$ cat src/rtl/czfc_pkg.sv
// shared types and constants of the character zone feature counter
package czfc_pkg;

	// feature layout
	localparam int FEAT_NUM = 13;
	localparam int CNT_W = 13;
	localparam int IDX_W = 4;
	localparam logic [IDX_W-1:0] LAST_INDEX = 4'd12;
	localparam int F_TOTAL = 8;
	localparam int F_ROW_A = 9;
	localparam int F_ROW_B = 10;
	localparam int F_COL_A = 11;
	localparam int F_COL_B = 12;

	// configuration port
	localparam int CFG_W = 7;
	localparam int CFG_ADDR_W = 1;
	localparam logic [CFG_ADDR_W-1:0] REG_BOX_HEIGHT = 1'b0;
	localparam logic [CFG_ADDR_W-1:0] REG_BOX_WIDTH = 1'b1;
	localparam int RESET_HEIGHT = 16;
	localparam int RESET_WIDTH = 8;

	// stream widths
	localparam int IN_TDATA_W = 8;
	localparam int OUT_TDATA_W = 24;
	localparam int PAD_W = OUT_TDATA_W - CNT_W - IDX_W;

	// queue between front and back
	localparam int QPTR_W = 2;
	localparam int QUEUE_DEPTH = 1 << QPTR_W;

	// x / 3 as (x * DIV3_MUL) >> DIV3_SHIFT, exact for x below 2**17
	localparam int DIV3_MUL = 43691;
	localparam int DIV3_SHIFT = 17;

	typedef logic [CNT_W-1:0] count_t;

	// one classified pixel: which counters it bumps and whether it closes the box
	typedef struct packed {
		logic [FEAT_NUM-1:0] mask;
		logic                last;
	} item_t;

endpackage

$ cat src/rtl/czfc_front.sv
// front end: box geometry, pixel position tracking and feature classification
module czfc_front #(
	parameter int MAX_BOX_DIM = 64
) (
	input  logic                            clk,
	input  logic                            arst_n,
	input  logic                            cfg_we,
	input  logic [czfc_pkg::CFG_ADDR_W-1:0] cfg_addr,
	input  logic [czfc_pkg::CFG_W-1:0]      cfg_wdata,
	input  logic                            s_tvalid,
	output logic                            s_tready,
	input  logic [czfc_pkg::IN_TDATA_W-1:0] s_tdata,
	input  logic                            q_full,
	output logic                            push,
	output czfc_pkg::item_t                 push_item
);

	localparam int DIM_W = $clog2(MAX_BOX_DIM + 1);
	localparam int PW = $clog2(MAX_BOX_DIM);
	localparam int CW = (DIM_W > czfc_pkg::CFG_W) ? DIM_W : czfc_pkg::CFG_W;
	localparam int PROD_W = DIM_W + 1 + czfc_pkg::DIV3_SHIFT;
	localparam int RST_H = (czfc_pkg::RESET_HEIGHT > MAX_BOX_DIM) ?
		MAX_BOX_DIM : czfc_pkg::RESET_HEIGHT;
	localparam int RST_W = (czfc_pkg::RESET_WIDTH > MAX_BOX_DIM) ?
		MAX_BOX_DIM : czfc_pkg::RESET_WIDTH;

	logic [DIM_W-1:0] h_q, h4_q, h2_q, h34_q, h3_q, h23_q;
	logic [DIM_W-1:0] w_q, w2_q, w3_q, w23_q;
	logic [PW-1:0]    row_q, col_q;

	logic [CW-1:0]     wd_ext;
	logic [DIM_W-1:0]  cfg_dim;
	logic [DIM_W:0]    dim_x2;
	logic [DIM_W+1:0]  dim_x3;
	logic [PROD_W-1:0] prod1, prod2;
	logic [DIM_W-1:0]  dim_third, dim_two_third;

	logic [DIM_W-1:0] r_e, c_e;
	logic [3:0]       band;
	logic [1:0]       half;
	logic             last_col, last_row, black, accept;
	logic [czfc_pkg::FEAT_NUM-1:0] hits;

	// saturate the written dimension into 1..MAX_BOX_DIM
	always_comb begin
		wd_ext = CW'(cfg_wdata);
		if (cfg_wdata == '0) begin
			cfg_dim = DIM_W'(1);
		end else if (wd_ext > CW'(MAX_BOX_DIM)) begin
			cfg_dim = DIM_W'(MAX_BOX_DIM);
		end else begin
			cfg_dim = DIM_W'(wd_ext);
		end
	end

	// bounds derived from the new dimension, thirds by reciprocal multiply
	assign dim_x2 = {cfg_dim, 1'b0};
	assign dim_x3 = {1'b0, dim_x2} + (DIM_W + 2)'(cfg_dim);
	assign prod1 = PROD_W'(cfg_dim) * PROD_W'(czfc_pkg::DIV3_MUL);
	assign prod2 = PROD_W'(dim_x2) * PROD_W'(czfc_pkg::DIV3_MUL);
	assign dim_third = DIM_W'(prod1 >> czfc_pkg::DIV3_SHIFT);
	assign dim_two_third = DIM_W'(prod2 >> czfc_pkg::DIV3_SHIFT);

	// geometry registers
	always_ff @(posedge clk or negedge arst_n) begin
		if (!arst_n) begin
			h_q   <= DIM_W'(RST_H);
			h4_q  <= DIM_W'(RST_H / 4);
			h2_q  <= DIM_W'(RST_H / 2);
			h34_q <= DIM_W'(3 * RST_H / 4);
			h3_q  <= DIM_W'(RST_H / 3);
			h23_q <= DIM_W'(2 * RST_H / 3);
			w_q   <= DIM_W'(RST_W);
			w2_q  <= DIM_W'(RST_W / 2);
			w3_q  <= DIM_W'(RST_W / 3);
			w23_q <= DIM_W'(2 * RST_W / 3);
		end else if (cfg_we) begin
			case (cfg_addr)
				czfc_pkg::REG_BOX_HEIGHT: begin
					h_q   <= cfg_dim;
					h4_q  <= cfg_dim >> 2;
					h2_q  <= cfg_dim >> 1;
					h34_q <= DIM_W'(dim_x3 >> 2);
					h3_q  <= dim_third;
					h23_q <= dim_two_third;
				end
				czfc_pkg::REG_BOX_WIDTH: begin
					w_q   <= cfg_dim;
					w2_q  <= cfg_dim >> 1;
					w3_q  <= dim_third;
					w23_q <= dim_two_third;
				end
				default: begin
				end
			endcase
		end
	end

	// classify the current pixel against the bounds
	always_comb begin
		r_e = DIM_W'(row_q);
		c_e = DIM_W'(col_q);
		band[0] = r_e < h4_q;
		band[1] = (r_e >= h4_q) && (r_e < h2_q);
		band[2] = (r_e >= h2_q) && (r_e < h34_q);
		band[3] = (r_e >= h34_q) && (r_e < h_q);
		half[0] = c_e < w2_q;
		half[1] = (c_e >= w2_q) && (c_e < w_q);
		last_col = (c_e + DIM_W'(1)) >= w_q;
		last_row = (r_e + DIM_W'(1)) >= h_q;
		black = !s_tdata[0];
		for (int a = 0; a < 8; a++) begin
			hits[a] = band[a / 2] && half[a % 2];
		end
		hits[czfc_pkg::F_TOTAL] = 1'b1;
		hits[czfc_pkg::F_ROW_A] = !last_col && (r_e == h3_q);
		hits[czfc_pkg::F_ROW_B] = !last_col && (r_e == h23_q);
		hits[czfc_pkg::F_COL_A] = !last_row && (c_e == w3_q);
		hits[czfc_pkg::F_COL_B] = !last_row && (c_e == w23_q);
	end

	assign s_tready = !q_full;
	assign accept = s_tvalid && s_tready;
	assign push = accept;
	assign push_item.mask = black ? hits : '0;
	assign push_item.last = last_row && last_col;

	// raster position within the box, restarted by any register write
	always_ff @(posedge clk or negedge arst_n) begin
		if (!arst_n) begin
			row_q <= '0;
			col_q <= '0;
		end else if (cfg_we) begin
			row_q <= '0;
			col_q <= '0;
		end else if (accept) begin
			if (last_col) begin
				col_q <= '0;
				row_q <= (last_row) ? '0 : row_q + PW'(1);
			end else begin
				col_q <= col_q + PW'(1);
			end
		end
	end

endmodule

$ cat src/rtl/czfc_queue.sv
// short queue of classified pixels between front and back
module czfc_queue (
	input  logic            clk,
	input  logic            arst_n,
	input  logic            push,
	input  czfc_pkg::item_t push_item,
	output logic            full,
	input  logic            pop,
	output logic            q_valid,
	output czfc_pkg::item_t q_item
);

	czfc_pkg::item_t                entry_q [czfc_pkg::QUEUE_DEPTH];
	logic [czfc_pkg::QPTR_W-1:0]    wr_ptr_q, rd_ptr_q;
	logic [czfc_pkg::QPTR_W:0]      cnt_q;

	assign full = cnt_q == (czfc_pkg::QPTR_W + 1)'(czfc_pkg::QUEUE_DEPTH);
	assign q_valid = cnt_q != '0;
	assign q_item = entry_q[rd_ptr_q];

	// storage
	always_ff @(posedge clk) begin
		if (push) begin
			entry_q[wr_ptr_q] <= push_item;
		end
	end

	// pointers and fill level
	always_ff @(posedge clk or negedge arst_n) begin
		if (!arst_n) begin
			wr_ptr_q <= '0;
			rd_ptr_q <= '0;
			cnt_q <= '0;
		end else begin
			if (push) begin
				wr_ptr_q <= wr_ptr_q + czfc_pkg::QPTR_W'(1);
			end
			if (pop) begin
				rd_ptr_q <= rd_ptr_q + czfc_pkg::QPTR_W'(1);
			end
			case ({push, pop})
				2'b10: cnt_q <= cnt_q + (czfc_pkg::QPTR_W + 1)'(1);
				2'b01: cnt_q <= cnt_q - (czfc_pkg::QPTR_W + 1)'(1);
				default: cnt_q <= cnt_q;
			endcase
		end
	end

endmodule

$ cat src/rtl/czfc_back.sv
// back end: feature accumulators and the result buffer that streams the counts
module czfc_back (
	input  logic                             clk,
	input  logic                             arst_n,
	input  logic                             clear,
	input  logic                             q_valid,
	input  czfc_pkg::item_t                  q_item,
	output logic                             pop,
	output logic                             m_tvalid,
	input  logic                             m_tready,
	output logic [czfc_pkg::OUT_TDATA_W-1:0] m_tdata,
	output logic                             m_tlast
);

	czfc_pkg::count_t               acc_q  [czfc_pkg::FEAT_NUM];
	czfc_pkg::count_t               snap_q [czfc_pkg::FEAT_NUM];
	logic                           busy_q;
	logic [czfc_pkg::IDX_W-1:0]     idx_q;
	logic                           out_acc, out_done, buf_free, take_box;

	assign out_acc = m_tvalid && m_tready;
	assign out_done = out_acc && (idx_q == czfc_pkg::LAST_INDEX);
	assign buf_free = !busy_q || out_done;
	assign pop = q_valid && (!q_item.last || buf_free);
	assign take_box = pop && q_item.last;

	// running counts of the box in progress
	always_ff @(posedge clk or negedge arst_n) begin
		if (!arst_n) begin
			for (int k = 0; k < czfc_pkg::FEAT_NUM; k++) begin
				acc_q[k] <= '0;
			end
		end else if (clear || take_box) begin
			for (int k = 0; k < czfc_pkg::FEAT_NUM; k++) begin
				acc_q[k] <= '0;
			end
		end else if (pop) begin
			for (int k = 0; k < czfc_pkg::FEAT_NUM; k++) begin
				acc_q[k] <= acc_q[k] + czfc_pkg::CNT_W'(q_item.mask[k]);
			end
		end
	end

	// result buffer: loaded at box end, shifts one feature per beat
	always_ff @(posedge clk) begin
		if (take_box) begin
			for (int k = 0; k < czfc_pkg::FEAT_NUM; k++) begin
				snap_q[k] <= acc_q[k] + czfc_pkg::CNT_W'(q_item.mask[k]);
			end
		end else if (out_acc) begin
			for (int k = 0; k < czfc_pkg::FEAT_NUM - 1; k++) begin
				snap_q[k] <= snap_q[k + 1];
			end
		end
	end

	// output sequencing
	always_ff @(posedge clk or negedge arst_n) begin
		if (!arst_n) begin
			busy_q <= 1'b0;
			idx_q <= '0;
		end else if (take_box) begin
			busy_q <= 1'b1;
			idx_q <= '0;
		end else if (out_acc) begin
			if (out_done) begin
				busy_q <= 1'b0;
				idx_q <= '0;
			end else begin
				idx_q <= idx_q + czfc_pkg::IDX_W'(1);
			end
		end
	end

	assign m_tvalid = busy_q;
	assign m_tdata = {{czfc_pkg::PAD_W{1'b0}}, snap_q[0], idx_q};
	assign m_tlast = idx_q == czfc_pkg::LAST_INDEX;

endmodule

$ cat src/rtl/character_zone_feature_counter.sv
// Character zone feature counter. Binary pixels of one character box arrive in raster
// order, one beat per pixel (bit 0: 0 black and counted, 1 white); after the box's last
// pixel 13 result beats carry the black counts of the 4x2 zone grid (features 0-7), the
// box total (8), two row lines (9, 10) and two column lines (11, 12), the last beat with
// tlast. A pixel is taken every cycle while the queue has room; results leave one per
// cycle while m_tready is high, from a buffer that is loaded at box end, so the next box's
// pixels are counted while the finished box's results drain. A four-beat queue between
// classification and the accumulators absorbs output stalls before the input sees
// backpressure. Writing box_height (index 0) or box_width (index 1) restarts the box and
// drops a partial one; a value of 0 counts as 1 and one above MAX_BOX_DIM as MAX_BOX_DIM.
// Writes are for idle moments only.
module character_zone_feature_counter #(
	parameter int MAX_BOX_DIM = 64
) (
	input  logic                             clk,
	input  logic                             arst_n,
	input  logic                             cfg_we,
	input  logic [czfc_pkg::CFG_ADDR_W-1:0]  cfg_addr,
	input  logic [czfc_pkg::CFG_W-1:0]       cfg_wdata,
	input  logic                             s_tvalid,
	output logic                             s_tready,
	input  logic [czfc_pkg::IN_TDATA_W-1:0]  s_tdata,   // [0] pixel_value, rest zero
	output logic                             m_tvalid,
	input  logic                             m_tready,
	output logic [czfc_pkg::OUT_TDATA_W-1:0] m_tdata,   // [3:0] feature_index,
	                                                    // [16:4] feature_count, rest zero
	output logic                             m_tlast
);

	logic            push, q_full, pop, q_valid;
	czfc_pkg::item_t push_item, q_item;

	// classification
	czfc_front #(
		.MAX_BOX_DIM(MAX_BOX_DIM)
	) u_front (
		.clk       (clk),
		.arst_n    (arst_n),
		.cfg_we    (cfg_we),
		.cfg_addr  (cfg_addr),
		.cfg_wdata (cfg_wdata),
		.s_tvalid  (s_tvalid),
		.s_tready  (s_tready),
		.s_tdata   (s_tdata),
		.q_full    (q_full),
		.push      (push),
		.push_item (push_item)
	);

	// decoupling queue
	czfc_queue u_queue (
		.clk       (clk),
		.arst_n    (arst_n),
		.push      (push),
		.push_item (push_item),
		.full      (q_full),
		.pop       (pop),
		.q_valid   (q_valid),
		.q_item    (q_item)
	);

	// accumulation and result streaming
	czfc_back u_back (
		.clk      (clk),
		.arst_n   (arst_n),
		.clear    (cfg_we),
		.q_valid  (q_valid),
		.q_item   (q_item),
		.pop      (pop),
		.m_tvalid (m_tvalid),
		.m_tready (m_tready),
		.m_tdata  (m_tdata),
		.m_tlast  (m_tlast)
	);

endmodule

$ cat config.mk
export PLATFORM = sky130hd
export DESIGN_NAME = character_zone_feature_counter
export DESIGN_NICKNAME = d
export VERILOG_FILES = /design/src/rtl/czfc_pkg.sv /design/src/rtl/czfc_front.sv /design/src/rtl/czfc_queue.sv /design/src/rtl/czfc_back.sv /design/src/rtl/character_zone_feature_counter.sv
export SDC_FILE = /design/constraint.sdc
export NUM_CORES = 1
export LEC_CHECK = 0
export BUFFER_PORTS_ARGS = -buffer_cell sky130_fd_sc_hd__buf_4
export CAP_MARGIN = 40
export CORE_MARGIN = 1.5
export CORE_UTILIZATION = 57
export DETAILED_ROUTE_END_ITERATION = 8
export PLACE_DENSITY_LB_ADDON = 0.12
export SLEW_MARGIN = 20
export SYNTH_ARGS = -nofsm -noshare
export SYNTH_HDL_FRONTEND = slang
export SYNTH_SLANG_ARGS = --single-unit
$ cat constraint.sdc
create_clock -name clk -period 5.41 [get_ports clk]
set_clock_uncertainty 0.05 [all_clocks]
set_input_delay 0 -clock clk [delete_from_list [all_inputs] [get_ports clk]]
set_output_delay 0 -clock clk [all_outputs]
set_load 0.01 [all_outputs]
# Yosys cells after proc, flatten, opt, wreduce, memory -nomap -nowiden
# Memories as Yosys holds them, arrays and structs flattened.
# Index checks and enable logic that the tools add are counted.
# classes
n_lt_le_gt_ge,13
multipliers,2
n_eq_ne,8
reduce_logical,42
bitwise_logic,13
n_mux,38
addsub,23
# op_table
op,n
2-to-1 mux 169 bit,2
adder 13 x 1 -> 13 bit,13
2-to-1 mux 13 bit,13
"multiplier 7 x 16 -> 23 bit, second input constant",2
2-to-1 mux 6 bit,7
logical AND 1 bit,22
less-than comparator 6 x 7 -> 1 bit,3
"adder 6 x 1 -> 7 bit, second input constant",2
== test 6 x 7 -> 1 bit,2
greater-or-equal comparator 7 bit,2
2-to-1 mux 7 bit,2
"adder 6 x 1 -> 6 bit, second input constant",2
== test 6 bit,2
greater-or-equal comparator 6 bit,2
less-than comparator 6 bit,2
2-to-1 mux 4 bit,3
OR 1 bit,12
nonzero test 2 bit,6
2-to-1 mux 1 bit,10
adder 8 x 7 -> 9 bit,1
AND reduction 2 bit,4
greater-or-equal comparator 6 x 7 -> 1 bit,1
"greater-than comparator 7 bit, second input constant",1
zero test 7 bit,1
15 further kinds,22
# word_totals
mem_count,2
ff_bits,257
wordCells,171
inputBits,21
ram_bits,225
output_inout_bits,27
# mem_list
name,words,word_bits,rd,rd_clocked_by_memory_dff,write_ports,line,rtl
u_back.snap_q,13,13,13,0,13,czfc_back.sv:16,czfc_pkg::count_t snap_q [czfc_pkg::FEAT_NUM];
u_queue.entry_q,4,14,1,0,1,czfc_queue.sv:13,czfc_pkg::item_t entry_q [czfc_pkg::QUEUE_DEPTH];

# Longest topological paths before layout
# Gate-level depths: netlist of run 1.
# depth
ltp_word,9
mapped_depth,18
depth_no_buf,17

# Cells and area by module
# From an unflattened synthesis of run 1, not the netlist that was laid out.
# hier_totals
cells_unflattened,2359
hier_area_um2,24803.8
# by_module_without_submodules
mod,cells_each,instances,seq_area_each_um2,area_per_inst_um2
czfc_back,1711,1,9429.0,17488.0
czfc_front,539,1,1186.1,4863.4
czfc_queue,109,1,1856.8,2452.4

# Worst setup path before layout of run 1
# Ideal clock, no wire load.
# synth_timing
path_kind,reg2reg
start,register u_queue.rd_ptr_q[0] (netlist bit)
end,memory u_back.snap_q[0][0] (netlist bit) (enable)
setup_ps,1297
t_required_ps,4063
path_slack_ps,-2
path_buffers,2
stages_incl_launch_ff,6
synth_period_minus_slack_ps,5412
arrival_ps,4065
path_cell_list,dfrtp_1 > buf_6 > mux4_2 > nand3_2 > clkbuf_1 > nand2_1
# synth_lines
item,line,rtl
from (decl),czfc_queue.sv:14,"logic [czfc_pkg::QPTR_W-1:0] wr_ptr_q, rd_ptr_q;"
from (signal assigned),czfc_queue.sv:39,rd_ptr_q <= rd_ptr_q + czfc_pkg::QPTR_W'(1);
to (decl),czfc_back.sv:16,

# Worst setup path in the final report of run 1
# layout_timing
start,input cfg_wdata[6] (netlist bit)
end,register u_front.w23_q[6]
# layout_between
elab_chain_len,4
word_cells_on_any_way,5
classes_between,1 x mul; 1 x order compare; 2 x mux; 1 x reduce/logical
# layout_lines
item,line,rtl
from (decl),character_zone_feature_counter.sv:19,"input logic [czfc_pkg::CFG_W-1:0] cfg_wdata,"
greater-than comparator 7 bit,czfc_front.sv:49,end else if (wd_ext > CW'(MAX_BOX_DIM)) begin
2-to-1 mux 7 bit,czfc_front.sv:49,
2-to-1 mux 7 bit (*),czfc_front.sv:47,if (cfg_wdata == '0) begin
named net u_front.cfg_dim[3],czfc_front.sv:32,logic [DIM_W-1:0] cfg_dim;
multiplier 7 x 16 -> 23 bit (*),czfc_front.sv:60,assign prod2 = PROD_W'(dim_x2) * PROD_W'(czfc_pkg::DIV3_MUL);
to (signal assigned),czfc_front.sv:76,w23_q <= DIM_W'(2 * RST_W / 3);
to (signal assigned),czfc_front.sv:91,w23_q <= dim_two_third;
to (decl),czfc_front.sv:28,"logic [DIM_W-1:0] w_q, w2_q, w3_q, w23_q;"
# The timed path passes the listed nets; every way through them passes the cells marked *.
# A chain may end at the register's enable or synchronous reset.

==> metrics.yaml, run 1 <==
status:
  outcome: "finished clean"
timing:
  finalHoldViolCount: 0
  min_period_over_period: 0.752
  max_freq_ghz: 0.246
  tns_ns: 0
  tightest_slew_ns: 0.958
  slew_violations: 0
  layout_setup_ws_ns: 1.34
  setup_viol: 0
  slew_headroom: 0.361
  post-route-min-period_ns: 4.07
  rsz0062_at_grt: "no"
power:
  switching_share: 0.326
  pwr-share-comb: 0.282
  pwr-share-clk: 0.292
  power_density_nw_per_um2: 446
  seqPwrFrac: 0.427
  p_leak_nw: 11.1
  p_int_mw: 7.98
  switchingPower_mw: 3.86
  vdd_drop_max_uv: 386
worst_setup_path:
  r2r_cells: 6
  worstSetupPathType: "in2reg"
  critPathRequiredTime_ns: 5.78
  arrival_ns: 4.44
  reg2reg_slack_ns: 1.77
  cp-end-kind: "flop"
  endpoint: "u_front.w23_q[6]"
  startpoint: "cfg_wdata[6]"
  rr_startpoint: "u_queue.rd_ptr_q[1]"
  worst-path-max-fanout: 15
  startpoint_type: "input pin"
  reg2reg_to: "u_back.snap_q[3][1]"
global_routing:
  grt.overflow.total: 0
  antenna_found_initial: 0
  grt_max_degree: 218
  grt_usage: 0.229
  grt_pass1_wl_mm: 82.6
  first_global_vias: 16600
synthesis:
  synthCells: 2339
  netlist_area_sq_um: 24300
  yosys.area_share.adder: 0.0773
  yosys.area_share.simple: 0.126
  synth_top_area_share: 0.278
  synth_edf_count: 225
  yosysWarnings: 0
  yosys-top-cells-count: "311 x nand2_1, 295 x o21ai_0, 225 x edfxtp_1"
  yosys.cell_types.count: 69
  synth_top_family_by_area: "compound AO/OA/AOI/OAI gates"
  avgSynthCellArea_sq_um: 10.4
  synth_top_area_cell: "edfxtp_1"
  async_reset_ff_frac: 0.503
  synth_xor_area_frac: 0.0687
  ys_seq_area_frac: 0.512
  synth_most_common_cell: "nand2_1"
  yosys-top-cells-area: "edfxtp_1 28%, dfrtp_1 23%, ha_1 6.6%"
  synthFlopType: "edfxtp_1"
  synth_mux_area_frac: 0.0235
  synth_compound_area_frac: 0.147
  synth_seq_cells: 453
drt:
  drtAntennaViolNets: 0
  num_vias: 16900
  routedWlPerCell_um: 17.2
  drc: 0
  viasPerCell: 5.86
  wl_mm: 49.6
  first_iter_violations: 1055
  first_pass_iters: 5
cts:
  cts_tree: "done"
  clockBufferDepth: 3
  cts_buffers: 47
  cts.sinks: 453
  clock-root-buffer: "clkbuf_16"
  postCtsSetupBuffers: 0
  post_cts_resized: 0
  path_clk_slew_ns: 0.06
  clk_latency_ns: 0.57
  cts.htree.levels: 2
placement:
  hpwl_mm: 31.8
  place_congestion: 0.827
  place_area_sq_um: 24700
  place_ws_ns: 1.32
  port_buffers: 33
cells_and_area:
  nFillCells: 3377
  synthToLayoutAreaGrowth_pct: 9.16
  n_antenna_cell: 0
  nets: 2476
  design_area_sq_um: 26600
  layout-drive-gt1-share: 0.0800
job:
  maxCapViolCount: 0
die:
  die_h_um: 210
  die_x_um: 210
  die-area_sq_um: 44000
  core_sq_um: 42000
  ioPinCount: 48
  initial_core_util: 0.579
  core.rowCount: 75
min_path:
  min_path_type: "in2async"
[kinds of logic (layout without fill, tap and decap cells)]
group | after synthesis | after routing
and+or+nand+nor | 683 | 683
AOI/OAI and AO/OA | 613 | 613
DFF | 453 | 453
buffers and inverters | 218 | 222
xor gates and xnor gates | 191 | 191
adders and majority gates | 142 | 142
muxes | 37 | 37
other | 2 | 10
[layout make-up]
cell class                      count  area [sq um]  area share
Multi-Input combinational cell   1676         10800       0.408
Timing Repair Buffer               65           651      0.0245
Clock inverter                     25           299      0.0113
Sequential cell                   453         12500       0.469
Inverter                           70           263     0.00989
Tap cell                          539           674      0.0254
Clock buffer                       62          1370      0.0517
[registers in the layout (all words and copies together) (netlist names)]
signal	flops
u_front.h_q	7
u_back.idx_q	4
u_front.w23_q	7
u_front.row_q	6
u_front.h34_q	7
u_queue.cnt_q	3
u_back.m_tvalid	1
u_queue.entry_q	56
u_front.w_q	7
u_queue.wr_ptr_q	2
u_back.acc_q	169
u_back.snap_q	169
u_queue.rd_ptr_q	2
u_front.h23_q	7
u_front.col_q	6
[power groups by stage]
stage                     Clock (mW)  Combinational (mW)  Sequential (mW)
after global placement             0                3.21             5.10
after detailed placement           0                3.34             5.13
after floorplan                    0                2.54             5.03
after global routing            3.66                3.75             5.13
final                           3.45                3.33             5.05
after CTS                       3.52                3.37             5.06
[metal layers]
layer  part of all wire  vias up  global-route usage  wire length, um
met3              0.030       89              0.0278             1500
met1               0.46     8312               0.308            22600
met4              0.023        0              0.0705             1150
met2               0.49      251               0.390            24400
met5                  0        -                   0                0
li1                   -     8272                   -                -
[stage by stage]
stage	hold WS, ns	cells	total power, mW	util
2_1_floorplan	-0.346	2347	7.57	-
6_report	0.0497	2890	11.8	0.632
3_3_place_gp	0.102	2785	8.31	0.587
5_1_grt	0.0733	2890	12.5	0.632
3_5_place_dp	0.105	2788	8.47	0.588
4_1_cts	0.0211	2888	12.0	0.631
[worst max-delay path, cell delays in order]
cell	delay (ns)
dlygate4sd3_1	0.55
buf_4	0.20
nand2b_1	0.17
inv_1	0.22
ha_1	0.33
inv_1	0.09
fa_1	0.16
inv_1	0.06
fa_1	0.57
inv_1	0.10
fa_1	0.54
inv_1	0.04
ha_1	0.24
nor3_1	0.26
o211ai_1	0.18
a221oi_1	0.28
o21ai_0	0.15
xnor2_1	0.19
o21ai_0	0.10
[how the worst min path moves through the flow]
stage | start | endpoint | depth (start not counted)
after floorplan | arst_n | u_back.acc_q[0] | 0
after global placement | arst_n | u_back.acc_q[112] | 1
after detailed placement | arst_n | u_back.acc_q[112] | 1
after CTS | cfg_addr | u_front.h34_q[3] | 5
after global routing | cfg_addr | u_front.h34_q[3] | 5
final | arst_n | u_back.acc_q[112] | 2
[timing repair]
action | 4_1_cts | 5_1_grt
endpoints found under the hold margin | 168 | 0
setup endpoints to repair | 0 | 0
hold buffers | 13 | 0
[layout by cell type, fill, tap and decap left out, drive strengths merged, types with 5 or more instances in the layout]
cell	count
a211oi	6
a21o	9
a21oi	23
a22o	37
a31oi	39
a32o	5
and2	17
and3	68
buf	52
bufinv	7
clkbuf	62
clkinv	15
conb	10
dfrtp	220
dfstp	8
dlygate4sd3	13
edfxtp	225
fa	14
ha	128
inv	70
mux2	22
mux4	14
nand2	311
nand2b	10
nand3	74
nand4	15
nor2	141
nor2b	6
nor3	19
nor4	8
o21a	6
o21ai	405
o31ai	54
or2	5
xnor2	117
xor2	74
No activity file was read; power rests on OpenSTA's default activity.
==> run 2: changes to the inputs <==
==> constraint.sdc (replaced) <==
create_clock -name clk -period 3.5 [get_ports clk]
set_clock_uncertainty 0.05 [all_clocks]
set_input_delay 0 -clock clk [delete_from_list [all_inputs] [get_ports clk]]
set_output_delay 0 -clock clk [all_outputs]
set_load 0.01 [all_outputs]
==> run 2 against run 1 <==
Net effect:
- global-route usage up 0.74 points
- non-clock buffer count up 58
- worst hold slack better by 0.015 ns
- core utilization up 1.1 points
- critical path depth down 2
- register-to-register slack worse by 1.5 ns
- first-iteration DRC count up 35%
- die area unchanged
- wire length up 2.1%
- via count up 1.1%
- sequential power up 54%
==> metrics.yaml, run 2 (synthesis results as in run 1) <==
status:
  outcome: "finished clean"
cts:
  clk_latency_ns: 0.59
  cts.sinks: 453
  path_clk_slew_ns: 0.06
  postCtsSetupBuffers: 0
  clock-root-buffer: "clkbuf_16"
  cts_buffers: 49
  cts_tree: "done"
  cts.htree.levels: 2
  clockBufferDepth: 3
cells_and_area:
  n_antenna_cell: 0
  reg_top3: "u_back.acc_q: 169 flops, u_back.snap_q: 169 flops, u_queue.entry_q: 56 flops"
  multi_input_area_sq_um: 10900
  synthToLayoutAreaGrowth_pct: 11.1
  seqCellArea_sq_um: 12500
  mostFrequentLayoutCell: "nand2_1"
  final_util: 0.644
  nFillCells: 3265
  nets: 2536
  layout_common_cells: "310 x nand2_1, 291 x o21ai_0, 225 x edfxtp_1"
  final_cells: 2953
  layout-drive-gt1-share: 0.100
  design_area_sq_um: 27100
placement:
  port_buffers: 33
  place_congestion: 0.831
  place_inst: 2841
  hpwl_mm: 33.6
  place_area_sq_um: 25200
global_routing:
  met2_usage: 0.401
  grt.overflow.total: 0
  antenna_found_initial: 0
  busiest_layer: "met2"
  grt_max_degree: 107
  first_global_vias: 17000
  gr-usage-met3: 0.0268
  met1_usage: 0.321
  grt_pass1_wl_mm: 85.0
  grt_usage: 0.236
drt:
  wl_mm: 50.7
  viasPerCell: 5.79
  first_pass_iters: 5
  drc: 0
  routedWlPerCell_um: 17.2
  drtAntennaViolNets: 0
  first_iter_violations: 1420
  num_vias: 17100
timing:
  tns_ns: 0
  slew_violations: 0
  finalHoldViolCount: 0
  post-route-min-period_ns: 3.25
  tightest_slew_ns: 0.817
  rsz0062_at_grt: "no"
  slew_headroom: 0.456
  setup_viol: 0
  min_period_over_period: 0.928
  max_freq_ghz: 0.308
worst_setup_path:
  worstSetupPathType: "in2reg"
  worst-path-max-fanout: 4
  arrival_ns: 3.65
  reg2reg_slack_ns: 0.29
  rr_startpoint: "u_queue.rd_ptr_q[0]"
  startpoint: "cfg_wdata[2]"
  startpoint_type: "input pin"
  cp-end-kind: "flop"
  critPathRequiredTime_ns: 3.90
die:
  ioPinCount: 48
  core_sq_um: 42000
  die_h_um: 210
  core.rowCount: 75
  initial_core_util: 0.579
  die_x_um: 210
  die-area_sq_um: 44000
min_path:
  min-delay-start: "cfg_wdata[6]"
  min_path_type: "in2reg"
power:
  p_leak_nw: 11.3
  vdd_drop_max_uv: 687
  power_density_nw_per_um2: 678
job:
  maxCapViolCount: 0
## run 2: cell count changes in the layout (fill, tap and decap cells not counted), moves of 5 or more
cell           before  now
dlygate4sd3_1      13   19
clkbuf_1            3   20
bufinv_16           7    2
buf_12              5   15
buf_4              43   87
## run 2: what timing repair did
| action | 4_1_cts | 5_1_grt |
|---|---|---|
| hold endpoints to repair | 244 | 4 |
| resized for setup | 0 | 12 |
| hold buffers | 18 | 1 |
| endpoints found under the setup margin | 0 | 11 |
## run 2: worst max-delay path, cell delays in order
cell           delay, ns
dlygate4sd3_1       0.55
buf_4               0.14
nand2b_1            0.08
inv_1               0.08
buf_4               0.16
ha_1                0.29
inv_1               0.07
fa_1                0.44
fa_1                0.53
inv_1               0.07
ha_4                0.27
o21ai_0             0.08
o21bai_1            0.21
a21oi_2             0.11
o211a_1             0.21
a211oi_1            0.23
o21ai_0             0.15
## run 2: final cells by class
class | count | area share
inverter | 70 | 0.00971
timing repair buffer | 123 | 0.0434
sequential | 453 | 0.461
clock buffer | 78 | 0.0535
tap | 539 | 0.0249
multi-input combinational | 1676 | 0.403
clock inverter | 14 | 0.00467
## run 2: final timing paths
| path | to | depth (start not counted) |
|---|---|---|
| min in group asynchronous | u_back.acc_q[127] | 3 |
| worst min register to register | u_front.h34_q[5] | 2 |
| worst min-delay path | u_front.w_q[0] | 4 |
| max in group asynchronous | u_back.acc_q[113] | 4 |
| worst max-delay path | u_front.h23_q[5] | 17 |
| worst max register to register | u_back.snap_q[7][10] | 10 |
## run 2: layer usage
layer,wire [um],share of wire,up-vias
met4,1130,0.022,0
met2,25000,0.49,304
met1,22900,0.45,8320
met5,0,0,-
li1,-,-,8406
met3,1630,0.032,76
## run 2: power breakdown
| group | total, mW | leakage, nW | internal, mW | switching (mW) |
|---|---|---|---|---|
| logic | 5.49 | 5.25 | 2.06 | 3.43 |
| clock network | 5.07 | 0.764 | 2.98 | 2.09 |
| registers | 7.79 | 5.31 | 7.24 | 0.550 |
## run 2: metrics by stage
step	hold slack [ns]	power, mW	worst slack, ns
2_1_floorplan	-0.346	11.7	0.000356
3_3_place_gp	0.0340	13.2	-0.214
3_5_place_dp	0.0290	13.4	-0.313
4_1_cts	0.00437	18.5	0.139
5_1_grt	0.116	19.4	0.0310
6_report	0.0643	18.4	0.253
